--- src/rtl/vmbb_pkg.sv ---
// ============================================================================
// vmbb_pkg
// Shared types, register indexes and saturating helpers of the balloon
// balancer.
// ============================================================================
package vmbb_pkg;

    localparam int KIB_W   = 32;
    localparam int DIDX_W  = 4;
    localparam int CFG_A_W = 3;

    localparam logic [CFG_A_W-1:0] CFG_LOADED_THRESHOLD = 3'd0;
    localparam logic [CFG_A_W-1:0] CFG_FREE_THRESHOLD   = 3'd1;
    localparam logic [CFG_A_W-1:0] CFG_TRANSFER_STEP    = 3'd2;
    localparam logic [CFG_A_W-1:0] CFG_HOST_GRANT       = 3'd3;
    localparam logic [CFG_A_W-1:0] CFG_HOST_RESERVE     = 3'd4;

    localparam logic [KIB_W-1:0] RST_LOADED_THRESHOLD = 32'd102400;
    localparam logic [KIB_W-1:0] RST_FREE_THRESHOLD   = 32'd153600;
    localparam logic [KIB_W-1:0] RST_TRANSFER_STEP    = 32'd51200;
    localparam logic [KIB_W-1:0] RST_HOST_GRANT       = 32'd102400;
    localparam logic [KIB_W-1:0] RST_HOST_RESERVE     = 32'd204800;

    typedef struct packed {
        logic [KIB_W-1:0] unused_kib;
        logic [KIB_W-1:0] available_kib;
        logic [KIB_W-1:0] host_free_kib;
        logic             last_domain;
    } item_beat_t;

    typedef struct packed {
        logic [DIDX_W-1:0] domain_index;
        logic [KIB_W-1:0]  new_size_kib;
        logic              last_command;
    } cmd_beat_t;

    typedef struct packed {
        logic [KIB_W-1:0] unused_kib;
        logic [KIB_W-1:0] available_kib;
    } store_word_t;

    typedef enum logic [2:0] {
        ST_IDLE,
        ST_PLAN,
        ST_MOST,
        ST_LEAST,
        ST_SWEEP,
        ST_FLUSH
    } state_t;

    function automatic logic [KIB_W-1:0] sat_sub(input logic [KIB_W-1:0] a,
                                                 input logic [KIB_W-1:0] b);
        logic [KIB_W-1:0] r;
        r = (a > b) ? (a - b) : '0;
        return r;
    endfunction

    function automatic logic [KIB_W-1:0] sat_add(input logic [KIB_W-1:0] a,
                                                 input logic [KIB_W-1:0] b);
        logic [KIB_W:0] s;
        s = {1'b0, a} + {1'b0, b};
        return s[KIB_W] ? '1 : s[KIB_W-1:0];
    endfunction

endpackage

--- src/rtl/vm_memory_balloon_balancer_unit.sv ---
// ============================================================================
// vm_memory_balloon_balancer_unit
// Collects one statistics beat per guest domain and issues resize commands
// at the end of each round.
// ============================================================================
// Channels: item (valid/ready, item_beat_t) takes one beat per domain;
// cmd (valid/ready, cmd_beat_t) returns resize commands; cfg (valid/ready,
// index and data) writes the five thresholds and is always ready.
// An item without last_domain is written to the entry memory, while it has
// room, and the richest/neediest tracking is updated; item_ready stays high.
// The item with last_domain starts the end-of-round walk and item_ready
// drops until it ends: a plan state, a state each for the richest and
// neediest entry, then a sweep over every stored entry when the host is
// starved, and a flush state; stalls of the cmd receiver lengthen it.
// The walk is paced by the single read port of the entry memory; entries
// are written only while item_ready is high and read only while it is low,
// so no forwarding is needed.
// Commands pass through a pending slot so the final one of a round carries
// last_command; a stalled receiver holds the cmd register, and once the pending slot is full it halts the walk.
// Reset returns the thresholds to their defaults and empties the round;
// the entry memory needs no clearing.
// ============================================================================
module vm_memory_balloon_balancer_unit
    import vmbb_pkg::*;
#(
    parameter int MAX_DOMAINS = 16
)
(
    input  logic               clk,
    input  logic               rst_n,
    input  logic               item_valid,
    output logic               item_ready,
    input  item_beat_t         item,
    output logic               cmd_valid,
    input  logic               cmd_ready,
    output cmd_beat_t          cmd,
    input  logic               cfg_valid,
    output logic               cfg_ready,
    input  logic [CFG_A_W-1:0] cfg_index,
    input  logic [KIB_W-1:0]   cfg_data
);

    localparam int IDX_W = (MAX_DOMAINS > 1) ? $clog2(MAX_DOMAINS) : 1;
    localparam int CNT_W = $clog2(MAX_DOMAINS + 1);
    localparam logic [CNT_W-1:0] CNT_MAX = CNT_W'(MAX_DOMAINS);

    logic [KIB_W-1:0] loaded_thr_reg;
    logic [KIB_W-1:0] free_thr_reg;
    logic [KIB_W-1:0] step_reg;
    logic [KIB_W-1:0] grant_reg;
    logic [KIB_W-1:0] reserve_reg;

    state_t           state_reg;
    state_t           state_next;
    logic [CNT_W-1:0] cnt_reg;
    logic [CNT_W-1:0] sw_reg;
    logic [CNT_W-1:0] sw_next;
    logic [CNT_W-1:0] sw_plus;
    logic [IDX_W-1:0] most_reg;
    logic [IDX_W-1:0] least_reg;
    logic [KIB_W-1:0] most_val_reg;
    logic [KIB_W-1:0] least_val_reg;
    logic [KIB_W-1:0] host_free_reg;

    cmd_beat_t        pend_reg;
    logic             pend_valid_reg;
    cmd_beat_t        cmd_reg;
    logic             cmd_valid_reg;

    logic             accept;
    logic             store_en;
    logic [IDX_W-1:0] wr_idx;
    store_word_t      wr_word;
    logic             rd_en;
    logic [IDX_W-1:0] rd_addr;
    store_word_t      rd_word;

    logic             starve;
    logic             rich;
    logic             host_ok;
    logic             sweep;
    logic             do_b;
    logic [KIB_W-1:0] b_amount;

    logic             out_free;
    logic             can_emit;
    logic             gen_req;
    logic             stall;
    logic             gen_fire;
    logic             flush_push;
    logic             push;
    logic [IDX_W-1:0] idx_sel;
    logic [IDX_W+DIDX_W-1:0] idx_wide;
    logic [KIB_W-1:0] size_sel;
    cmd_beat_t        gen_beat;

    // ---------------------------------------------------------------- config
    assign cfg_ready = 1'b1;

    always_ff @(posedge clk or negedge rst_n)
    begin
        if (!rst_n)
        begin
            loaded_thr_reg <= RST_LOADED_THRESHOLD;
            free_thr_reg   <= RST_FREE_THRESHOLD;
            step_reg       <= RST_TRANSFER_STEP;
            grant_reg      <= RST_HOST_GRANT;
            reserve_reg    <= RST_HOST_RESERVE;
        end
        else if (cfg_valid && cfg_ready)
        begin
            unique case (cfg_index)
                CFG_LOADED_THRESHOLD: loaded_thr_reg <= cfg_data;
                CFG_FREE_THRESHOLD:   free_thr_reg   <= cfg_data;
                CFG_TRANSFER_STEP:    step_reg       <= cfg_data;
                CFG_HOST_GRANT:       grant_reg      <= cfg_data;
                CFG_HOST_RESERVE:     reserve_reg    <= cfg_data;
                default:              ;
            endcase
        end
    end

    // ---------------------------------------------------------- entry store
    assign item_ready = (state_reg == ST_IDLE);
    assign accept     = item_valid && item_ready;
    assign store_en   = accept && (cnt_reg < CNT_MAX);
    assign wr_idx     = cnt_reg[IDX_W-1:0];
    assign wr_word    = '{unused_kib: item.unused_kib, available_kib: item.available_kib};

    vmbb_store #(
        .DEPTH (MAX_DOMAINS)
    ) u_store (
        .clk     (clk),
        .wr_en   (store_en),
        .wr_addr (wr_idx),
        .wr_data (wr_word),
        .rd_en   (rd_en),
        .rd_addr (rd_addr),
        .rd_data (rd_word)
    );

    always_ff @(posedge clk or negedge rst_n)
    begin
        if (!rst_n)
        begin
            cnt_reg   <= '0;
            most_reg  <= '0;
            least_reg <= '0;
        end
        else if (store_en)
        begin
            cnt_reg <= cnt_reg + 1'b1;
            if (cnt_reg == '0)
            begin
                most_reg  <= '0;
                least_reg <= '0;
            end
            else
            begin
                if (item.unused_kib > most_val_reg)
                begin
                    most_reg <= wr_idx;
                end
                if (item.unused_kib < least_val_reg)
                begin
                    least_reg <= wr_idx;
                end
            end
        end
        else if (state_reg == ST_FLUSH && state_next == ST_IDLE)
        begin
            cnt_reg <= '0;
        end
    end

    always_ff @(posedge clk)
    begin
        if (store_en)
        begin
            if (cnt_reg == '0 || item.unused_kib > most_val_reg)
            begin
                most_val_reg <= item.unused_kib;
            end
            if (cnt_reg == '0 || item.unused_kib < least_val_reg)
            begin
                least_val_reg <= item.unused_kib;
            end
        end
        if (accept)
        begin
            host_free_reg <= item.host_free_kib;
        end
    end

    // ------------------------------------------------------------- decisions
    assign starve   = (least_val_reg <= loaded_thr_reg);
    assign rich     = (most_val_reg >= free_thr_reg);
    assign host_ok  = (host_free_reg > reserve_reg);
    assign sweep    = (host_free_reg <= loaded_thr_reg);
    assign do_b     = starve && (rich || host_ok);
    assign b_amount = rich ? step_reg : grant_reg;

    // ------------------------------------------------------------ sequencer
    assign out_free = !cmd_valid_reg || cmd_ready;
    assign can_emit = !pend_valid_reg || out_free;
    assign stall    = gen_req && !can_emit;
    assign gen_fire = gen_req && can_emit;
    assign push     = (gen_fire && pend_valid_reg) || flush_push;
    assign sw_plus  = sw_reg + 1'b1;
    assign idx_wide = {{DIDX_W{1'b0}}, idx_sel};
    assign gen_beat = '{domain_index: idx_wide[DIDX_W-1:0],
                        new_size_kib: size_sel,
                        last_command: 1'b0};

    always_ff @(posedge clk or negedge rst_n)
    begin
        if (!rst_n)
        begin
            state_reg <= ST_IDLE;
            sw_reg    <= '0;
        end
        else
        begin
            state_reg <= state_next;
            sw_reg    <= sw_next;
        end
    end

    always_comb
    begin
        state_next = state_reg;
        sw_next    = sw_reg;
        rd_en      = 1'b0;
        rd_addr    = '0;
        gen_req    = 1'b0;
        idx_sel    = '0;
        size_sel   = '0;
        flush_push = 1'b0;
        unique case (state_reg)
            ST_IDLE:
            begin
                if (accept && item.last_domain)
                begin
                    state_next = ST_PLAN;
                end
            end
            ST_PLAN:
            begin
                rd_en      = 1'b1;
                rd_addr    = most_reg;
                state_next = ST_MOST;
            end
            ST_MOST:
            begin
                gen_req  = rich;
                idx_sel  = most_reg;
                size_sel = sat_sub(rd_word.available_kib, step_reg);
                if (!stall)
                begin
                    rd_en      = 1'b1;
                    rd_addr    = least_reg;
                    state_next = ST_LEAST;
                end
            end
            ST_LEAST:
            begin
                gen_req  = do_b;
                idx_sel  = least_reg;
                size_sel = sat_add(rd_word.available_kib, b_amount);
                if (!stall)
                begin
                    if (sweep)
                    begin
                        rd_en      = 1'b1;
                        rd_addr    = '0;
                        sw_next    = '0;
                        state_next = ST_SWEEP;
                    end
                    else
                    begin
                        state_next = ST_FLUSH;
                    end
                end
            end
            ST_SWEEP:
            begin
                gen_req  = (rd_word.unused_kib >= free_thr_reg);
                idx_sel  = sw_reg[IDX_W-1:0];
                size_sel = sat_sub(rd_word.available_kib, step_reg);
                if (!stall)
                begin
                    if (sw_plus < cnt_reg)
                    begin
                        rd_en   = 1'b1;
                        rd_addr = sw_plus[IDX_W-1:0];
                        sw_next = sw_plus;
                    end
                    else
                    begin
                        state_next = ST_FLUSH;
                    end
                end
            end
            ST_FLUSH:
            begin
                if (!pend_valid_reg)
                begin
                    state_next = ST_IDLE;
                end
                else if (out_free)
                begin
                    flush_push = 1'b1;
                    state_next = ST_IDLE;
                end
            end
            default:
            begin
                state_next = ST_IDLE;
            end
        endcase
    end

    // --------------------------------------------------- pending and output
    always_ff @(posedge clk or negedge rst_n)
    begin
        if (!rst_n)
        begin
            pend_valid_reg <= 1'b0;
            cmd_valid_reg  <= 1'b0;
        end
        else
        begin
            if (gen_fire)
            begin
                pend_valid_reg <= 1'b1;
            end
            else if (flush_push)
            begin
                pend_valid_reg <= 1'b0;
            end
            if (push)
            begin
                cmd_valid_reg <= 1'b1;
            end
            else if (cmd_ready)
            begin
                cmd_valid_reg <= 1'b0;
            end
        end
    end

    always_ff @(posedge clk)
    begin
        if (gen_fire)
        begin
            pend_reg <= gen_beat;
        end
        if (push)
        begin
            cmd_reg <= '{domain_index: pend_reg.domain_index,
                         new_size_kib: pend_reg.new_size_kib,
                         last_command: flush_push};
        end
    end

    assign cmd_valid = cmd_valid_reg;
    assign cmd       = cmd_reg;

    // ------------------------------------------------------------ assertions
    a_idle_no_pending: assert property (@(posedge clk) disable iff (!rst_n)
        item_ready |-> !pend_valid_reg)
        else $error("pending command left over while accepting items");

    a_count_bound: assert property (@(posedge clk) disable iff (!rst_n)
        cnt_reg <= CNT_MAX)
        else $error("entry count beyond memory depth");

    a_last_blocks: assert property (@(posedge clk) disable iff (!rst_n)
        (item_valid && item_ready && item.last_domain) |=> !item_ready)
        else $error("item accepted during end-of-round walk");

    a_sweep_range: assert property (@(posedge clk) disable iff (!rst_n)
        (state_reg == ST_SWEEP) |-> (sw_reg < cnt_reg))
        else $error("sweep index past stored entries");

endmodule

--- src/rtl/vmbb_store.sv ---
// ============================================================================
// vmbb_store
// Per-domain entry memory: one write port, one read port, registered read.
// ============================================================================
module vmbb_store
    import vmbb_pkg::*;
#(
    parameter int DEPTH = 16,
    localparam int ADDR_W = (DEPTH > 1) ? $clog2(DEPTH) : 1
)
(
    input  logic              clk,
    input  logic              wr_en,
    input  logic [ADDR_W-1:0] wr_addr,
    input  store_word_t       wr_data,
    input  logic              rd_en,
    input  logic [ADDR_W-1:0] rd_addr,
    output store_word_t       rd_data
);

    store_word_t mem [DEPTH];
    store_word_t rd_data_reg;

    always_ff @(posedge clk)
    begin
        if (wr_en)
        begin
            mem[wr_addr] <= wr_data;
        end
    end

    always_ff @(posedge clk)
    begin
        if (rd_en)
        begin
            rd_data_reg <= mem[rd_addr];
        end
    end

    assign rd_data = rd_data_reg;

endmodule

--- config.mk ---
export PLATFORM = sky130hd
export DESIGN_NAME = vm_memory_balloon_balancer_unit
export DESIGN_NICKNAME = d
export VERILOG_FILES = /design/src/rtl/vmbb_pkg.sv /design/src/rtl/vm_memory_balloon_balancer_unit.sv /design/src/rtl/vmbb_store.sv
export SDC_FILE = /design/constraint.sdc
export NUM_CORES = 2
export LEC_CHECK = 0
export BUFFER_PORTS_ARGS = -buffer_cell sky130_fd_sc_hd__clkbuf_2
export CAP_MARGIN = 0
export CELL_PAD_IN_SITES_DETAIL_PLACEMENT = 2
export CELL_PAD_IN_SITES_GLOBAL_PLACEMENT = 2
export CORE_MARGIN = 2
export CORE_UTILIZATION = 40
export DETAILED_ROUTE_END_ITERATION = 7
export PLACE_DENSITY = 0.81
export SYNTH_ARGS = -nofsm -noshare
export SYNTH_HDL_FRONTEND = slang
export SYNTH_SLANG_ARGS = --single-unit
--- constraint.sdc ---
create_clock -name clk -period 7.8 [get_ports clk]
set_input_delay 0 -clock clk [delete_from_list [all_inputs] [get_ports clk]]
set_output_delay 0 -clock clk [all_outputs]
set_load 0.005 [all_outputs]
=== Yosys cells after proc, flatten, opt, wreduce, memory -nomap -nowiden ===
Memory sizes are Yosys's and may differ from the RTL's. A register that Yosys moved wholly into a read port is not among the register bits.
Index checks and enable logic that the tools add are counted.

* Register bits: 352
* Logic and storage cells: 131
* RAM bits: 1024
* Output and inout bits: 40
* Memories kept: 1
* Input port bits: 137

{| class="wikitable"
|+ Memory list
! name !! words !! width !! read ports !! clocked after Yosys merged registers in !! write ports !! line !! RTL
|-
| u_store.mem || 16 || 64 || 1 || 1 || 1 || vmbb_store.sv:21 || <nowiki>store_word_t mem [DEPTH];</nowiki>
|}

* Equal/unequal tests: 13
* $add $sub $neg: 4
* Reductions and logical operators: 38
* $lt $le $gt $ge: 10
* Mux-type cells: 45

{| class="wikitable"
|+ Operators by type and width
! cell !! count
|-
| $gt A32 B32 Y1 || 3
|-
| $mux W32 || 3
|-
| $ge A32 B32 Y1 || 2
|-
| $le A32 B32 Y1 || 2
|-
| $pmux W32 S2 || 1
|-
| $add A32 B32 Y33 || 1
|-
| $lt A32 B32 Y1 || 1
|-
| $sub A32 B32 Y32 || 1
|-
| $mux W5 || 6
|-
| $mux W4 || 7
|-
| $pmux W4 S3 || 2
|-
| $mux W3 || 7
|-
| $pmux W3 S6 || 1
|-
| $reduce_and A2 Y1 || 9
|-
| $mux W1 || 15
|-
| $eq A3 B2 Y1 const B || 4
|-
| $reduce_bool A2 Y1 || 6
|-
| $add A5 B1 Y5 const B || 2
|-
| $pmux W5 S2 || 1
|-
| $eq A3 B3 Y1 const B || 3
|-
| $logic_not A3 Y1 || 3
|-
| $logic_and A1 B1 Y1 || 8
|-
| $ne A2 B2 Y1 const B || 4
|-
| $eq A3 B1 Y1 const B || 2
|-
| other kinds (9) || 16
|}

=== Depth between registers and ports, before layout ===
* Depth in word-level cells: 11
* Gate-level depth with buffers: 23
* Mapped depth without buffers: 22

=== Hierarchy ===
A second synthesis with hierarchy kept.

* Cells, all modules: 3833
* Area, all modules: 62034.5 um2

{| class="wikitable"
|+ Modules (own cells, without submodules)
! module !! instances !! area each (um2) !! cells an instance !! seq. area each (um2)
|-
| vmbb_store || 1 || 40222.3 || 1647 || 32671.3
|-
| vm_memory_balloon_balancer_unit || 1 || 21812.2 || 2186 || 9674.3
|}

=== Worst setup path after synthesis ===
OpenSTA, ideal clock, no wires.

* Path kind: flip-flop to flip-flop
* Start: register free_thr_reg[0]
* End: register, netlist name u_store.rd_data[0]
* Cell stages (with the launch flop): 12
* Buffers on the path: 0
* Slack: 0.353 ns
* Arrival time: 6.872 ns
* Setup time: 0.574 ns
* Cell sequence: dfrtp_1 -> ha_1 -> nand2b_1 -> a2111oi_0 -> o32a_1 -> a211oi_2 -> o21a_2 -> o32ai_4 -> nand2_1 -> nand2_1 -> a21oi_1 -> o21ai_0

* Word-level cells in the longest chain between the ends: 7
* Elaborated cells between the ends (all ways): 13

{| class="wikitable"
|+ Ends and longest elaborated chain
! what !! line !! RTL
|-
| start, declared || vm_memory_balloon_balancer_unit.sv:48 || <nowiki>logic [KIB_W-1:0] free_thr_reg;</nowiki>
|-
| start signal, assigned || vm_memory_balloon_balancer_unit.sv:114 || <nowiki>CFG_FREE_THRESHOLD: free_thr_reg <= cfg_data;</nowiki>
|-
| $ge A32 B32 Y1 || vm_memory_balloon_balancer_unit.sv:197 || <nowiki>assign rich = (most_val_reg >= free_thr_reg);</nowiki>
|-
| $logic_or A1 B1 Y1 || vm_memory_balloon_balancer_unit.sv:200 || <nowiki>assign do_b = starve && (rich || host_ok);</nowiki>
|-
| $logic_and A1 B1 Y1 || vm_memory_balloon_balancer_unit.sv:200 ||
|-
| $pmux W1 S3 * || vm_memory_balloon_balancer_unit.sv:239 || <nowiki>unique case (state_reg)</nowiki>
|-
| $logic_and A1 B1 Y1 * || vm_memory_balloon_balancer_unit.sv:206 || <nowiki>assign stall = gen_req && !can_emit;</nowiki>
|-
| $mux W1 (on tied branches) || vm_memory_balloon_balancer_unit.sv:290, vm_memory_balloon_balancer_unit.sv:258, vm_memory_balloon_balancer_unit.sv:270 ||
|-
| $pmux W1 S4 * || vm_memory_balloon_balancer_unit.sv:239 ||
|-
| via rd_en || vm_memory_balloon_balancer_unit.sv:74 || <nowiki>logic rd_en;</nowiki>
|}

Mark *: on every way through the listed nets, which the timed path passes. The rest lies on a longest branch.
A chain may end at the register's enable or synchronous reset.

=== Worst setup path after layout ===
* Start: register free_thr_reg[13]
* End: register pend_reg[8] (netlist name) (data pin)

* Word-level cells in the longest chain between the ends: 5

{| class="wikitable"
|+ Ends and longest elaborated chain
! what !! line !! RTL
|-
| $ge A32 B32 Y1 || vm_memory_balloon_balancer_unit.sv:197 ||
|-
| $mux W32 || vm_memory_balloon_balancer_unit.sv:201 || <nowiki>assign b_amount = rich ? step_reg : grant_reg;</nowiki>
|-
| $add A32 B32 Y33 || vmbb_pkg.sv:61 || <nowiki>s = {1'b0, a} + {1'b0, b};</nowiki>
|-
| $mux W32 || vmbb_pkg.sv:62 || <nowiki>return s[KIB_W] ? '1 : s[KIB_W-1:0];</nowiki>
|-
| $pmux W32 S2 || vm_memory_balloon_balancer_unit.sv:239 ||
|-
| via size_sel[7] || vm_memory_balloon_balancer_unit.sv:94 || <nowiki>logic [KIB_W-1:0] size_sel;</nowiki>
|-
| end signal, assigned || vm_memory_balloon_balancer_unit.sv:356 || <nowiki>pend_reg <= gen_beat;</nowiki>
|-
| end, declared || vm_memory_balloon_balancer_unit.sv:65 || <nowiki>cmd_beat_t pend_reg;</nowiki>
|}

The timed path passes the listed nets, and every way through them passes these cells.

==> PnR_summary.wiki <==
{| class="wikitable"
! Metric !! Value
|-
| Via-per-instance ratio || 6.08
|-
| Remaining design rule violation count || 0
|-
| Combinational power share || 0.367
|-
| Hold path endpoint || step_reg[28]
|-
| Crit path capture type || register
|-
| DRT iter0 DRCs || roughly 4500
|-
| Post-synthesis xor/xnor area fraction || 0.00748
|-
| Setup repair after global routing missed its margin || false
|-
| Via count of the first global-routing pass || ~50000
|-
| Slowest Stage Delay on Critical Path || 620 ps
|-
| Worst slew margin relative to its limit || 0.0714
|-
| Arrival time at the worst endpoint || 7420 ps
|-
| Level count of the clock H-tree || 4
|-
| Synth unique cells || 82
|-
| Final setup violation count || 0
|-
| Number of cells traversed by the worst register-to-register path || 21
|-
| Core Footprint || between 150000 and 200000 µm²
|-
| Portion of total power attributed to the clock network || 0.266
|-
| Post-synthesis instance area || approximately 63000 µm²
|-
| Standby leakage power || 0.0277 µW
|-
| Gr usage total || 0.306
|-
| Most prevalent standard cell on the critical path || sky130_fd_sc_hd__buf_4
|-
| Clk sinks || 1440
|-
| Weighted congestion reported at the end of routability-driven placement || around 0.88
|-
| Die X-Extent || 402 µm
|-
| Number of synthesized flops with an enable pin || 1257
|-
| Critical hold path startpoint || cfg_valid
|-
| Top area cells in the synthesized netlist || sky130_fd_sc_hd__edfxtp_1, sky130_fd_sc_hd__dfrtp_1, sky130_fd_sc_hd__ha_1
|-
| Syn_nets || 5358
|-
| Avg Inst Size Synth || 12.8 µm²
|-
| Switching Power || 11200 µW
|-
| Clock root cell || sky130_fd_sc_hd__clkbuf_16
|-
| Synth warn || 0
|-
| Compound-gate portion of the synthesized area || 0.0955
|-
| Final slew viol count || 0
|-
| Post-synth top area cell || sky130_fd_sc_hd__edfxtp_1
|-
| Num rows || 145
|-
| Commonest cells in the synthesized netlist || sky130_fd_sc_hd__edfxtp_1, sky130_fd_sc_hd__nand2_1, sky130_fd_sc_hd__ha_1
|-
| Worst hold path type || in -> reg
|-
| Routed length per instance || ~33 µm
|-
| Power per unit of standard cell area || 385 nW/µm²
|-
| Clock latency on the worst-skew pair || 830 ps
|-
| Post-route clock period utilization || 0.866
|-
| Worst R2R End || pend_reg[8]
|-
| Antenna violations before repair || 30
|-
| Seq/Total Area, Yosys || 0.669
|-
| Largest net degree at the start of global routing || 191
|-
| CP Launch Type || register
|-
| Die ar. || 161000 µm²
|-
| Final wirelength || around 250000 µm
|-
| Number of antenna-violating nets in the routed design || 0
|-
| Final-report hold violation count || 0
|-
| Gr busiest metal || met2
|-
| Met2 track utilization from global routing || 0.516
|-
| TritonCTS clock tree || done
|-
| Clock skew after layout || 43.2 ps
|-
| Clock transition time at the flip-flop clock pins of the worst setup and hold paths || approximately 60 ps
|-
| Number of max-cap violations || 0
|-
| Synthesized flop and latch total || 1440
|-
| Status || finished, final reports clean
|-
| Met3 Usage GRT || 0.0511
|-
| Sw Share || 0.398
|-
| Master of the slowest instance on the critical path || sky130_fd_sc_hd__a211oi_1
|-
| Post-synthesis simple-gate area fraction || 0.110
|-
| Total clock buffers created by CTS || 156
|-
| Pre-CTS WS || 1180 ps
|-
| Post-layout minimum cycle time || a little under 7000 ps
|-
| Setup tns final || 0 ps
|-
| Worst r2r src || free_thr_reg[13]
|-
| Total via count in the routed design || around 45000
|-
| Setup ws final || 1040 ps
|-
| Port Buffers || 175
|-
| Critical-path cell list || inv_1 > ha_1 > a21o_1 > a21o_1 > a211oi_1 > o211ai_1 > nor2_4 > buf_4 > o21ai_0 > ha_1 > o2111ai_1 > a21boi_0 > o311ai_1 > a311oi_1 > buf_4 > nand3_1 > o211a_1 > nor3_2 > buf_4 > o21ai_0 > o21ai_1
|-
| DIE HEIGHT || 402 µm
|-
| Internal portion of total power || 17000 µW
|-
| Gate Count Post-Synth || approximately 5000
|-
| Peak fanout along the critical path || 58
|-
| Arithmetic-cell share of the synthesized area counting full adders, half adders and majority gates || 0.0592
|-
| Transition time of the tightest slew-check pin || 1390 ps
|-
| Class of the most critical setup path || reg -> reg
|-
| HPWL Detailed || 143000 µm
|-
| Worst Hold Path Cells || 4
|-
| Dominant combinational cell family by area after synthesis || simple AND/OR/NAND/NOR gates
|-
| Number of buffers on the longest clock path || 3
|-
| Portion of netlist area occupied by mux cells || 0.0276
|-
| Most used flip-flop cell after synthesis || sky130_fd_sc_hd__edfxtp_1
|-
| Achievable Freq || approximately 0.15 GHz
|-
| Critical path data required time || approximately 8500 ps
|-
| Area delta synth->final || 15.9%
|-
| Aggregate global routing overflow || 0
|-
| Number of flip-flops under the largest register name || 1024
|-
| Num ports || roughly 180
|-
| Worst vdd rail ir drop || 415 µV
|-
| Share of cells above drive strength 1 || 0.114
|-
| Most numerous cell in the Yosys netlist || sky130_fd_sc_hd__edfxtp_1
|-
| Number of gates given a new drive strength after cts || 0
|-
| Met1 global-route usage || 0.384
|-
| Register share of total power || 0.367
|-
| First-pass detailed-route iteration total || 5
|-
| Count of nets after finishing || 5713
|-
| First-pass GRT wire length || between 300000 and 400000 µm
|-
| Share of flip-flops with an asynchronous set or reset after synthesis || 0.127
|-
| Initial cell density of the core || 0.404
|-
| Fraction of post-synthesis cell area in the top cell type by area || 0.597
|-
| Setup slack of the most critical reg-to-reg path || 1040 ps
|}
[power by group through the flow]
stage               registers, µW  clock network (µW)  logic [µW]
floorplan                   10100                   0        6450
global placement            10400                   0        9050
detailed placement          10400                   0        9790
CTS                         10300                7530       10300
global route                10400                7800       11200
finish                      10400                7500       10400
[how the worst max path moves through the flow]
stage               depth (start not counted)        startpoint            endpoint  slack [ps]
floorplan                                  11   free_thr_reg[0]  u_store.rd_data[0]         350
global placement                           21  free_thr_reg[12]        pend_reg[20]        1540
detailed placement                         21  free_thr_reg[13]        pend_reg[13]        1180
CTS                                        21  free_thr_reg[13]         pend_reg[8]        1040
global route                               21  free_thr_reg[12]        pend_reg[18]         600
finish                                     21  free_thr_reg[13]         pend_reg[8]        1040
[critical path: cells and delay by family, from the launching register on]
family / cells / cell delay (ps)
DFF: 1 / 380
and+or+nand+nor: 3 / 1020
adders and majority gates: 2 / 690
buffers and inverters: 4 / 1280
AOI/OAI and AO/OA: 12 / 3190
[cells in the final DEF (no fill, tap or decap), types with 67 or more instances in the layout]
| cell type | count |
|---|---|
| sky130_fd_sc_hd__a211oi_1 | 78 |
| sky130_fd_sc_hd__a21o_1 | 85 |
| sky130_fd_sc_hd__a21oi_1 | 186 |
| sky130_fd_sc_hd__a31oi_1 | 75 |
| sky130_fd_sc_hd__and3_1 | 131 |
| sky130_fd_sc_hd__clkbuf_16 | 160 |
| sky130_fd_sc_hd__clkbuf_2 | 174 |
| sky130_fd_sc_hd__dfrtp_1 | 167 |
| sky130_fd_sc_hd__dlygate4sd3_1 | 174 |
| sky130_fd_sc_hd__edfxtp_1 | 1257 |
| sky130_fd_sc_hd__ha_1 | 296 |
| sky130_fd_sc_hd__inv_1 | 235 |
| sky130_fd_sc_hd__mux2i_1 | 133 |
| sky130_fd_sc_hd__nand2_1 | 943 |
| sky130_fd_sc_hd__nand3_1 | 162 |
| sky130_fd_sc_hd__o21ai_0 | 262 |
| sky130_fd_sc_hd__o22ai_1 | 67 |
[area by class of cell]
type	instances	area [µm²]
Clock buffer	218	4310
Inverter	236	888
Antenna cell	13	32.5
Timing Repair Buffer	425	3340
Clock inverter	69	636
Sequential cell	1440	42300
Tap cell	2058	2570
Multi-Input combinational cell	3019	19200
Fill cell	15100	83200
[timing repair]
| action | CTS | global route |
|---|---|---|
| setup buffers | 0 | 0 |
| hold buffers | 175 | 0 |
| endpoints found under the hold margin | 1380 | 0 |
[cells by family after synthesis]
logic type / count (synthesis)
and+or+nand+nor: 1533
DFF: 1440
AOI/OAI and AO/OA: 963
buffers and inverters: 464
adders and majority gates: 298
muxes: 170
xor gates and xnor gates: 54
other: 1
[per-layer routing]
layer | up-vias | share of wire
met2 | 1928 | 0.49
li1 | 18900 | -
met1 | 24100 | 0.40
met3 | 542 | 0.062
met4 | 24 | 0.047
met5 | - | 0.00063
[stage by stage]
step | total power, µW | util | hold slack (ps) | std cells | instance area, µm²
floorplan | 16500 | - | -296 | 4923 | 63300
global placement | 19400 | 0.425 | 169 | 7002 | 66600
detailed placement | 20200 | 0.425 | 179 | 7002 | 66600
CTS | 28100 | 0.468 | 26.1 | 7464 | 73300
global route | 29400 | 0.468 | 68.5 | 7469 | 73300
finish | 28200 | 0.468 | 67.3 | 7478 | 73300
No activity file was read; power rests on OpenSTA's default activity.
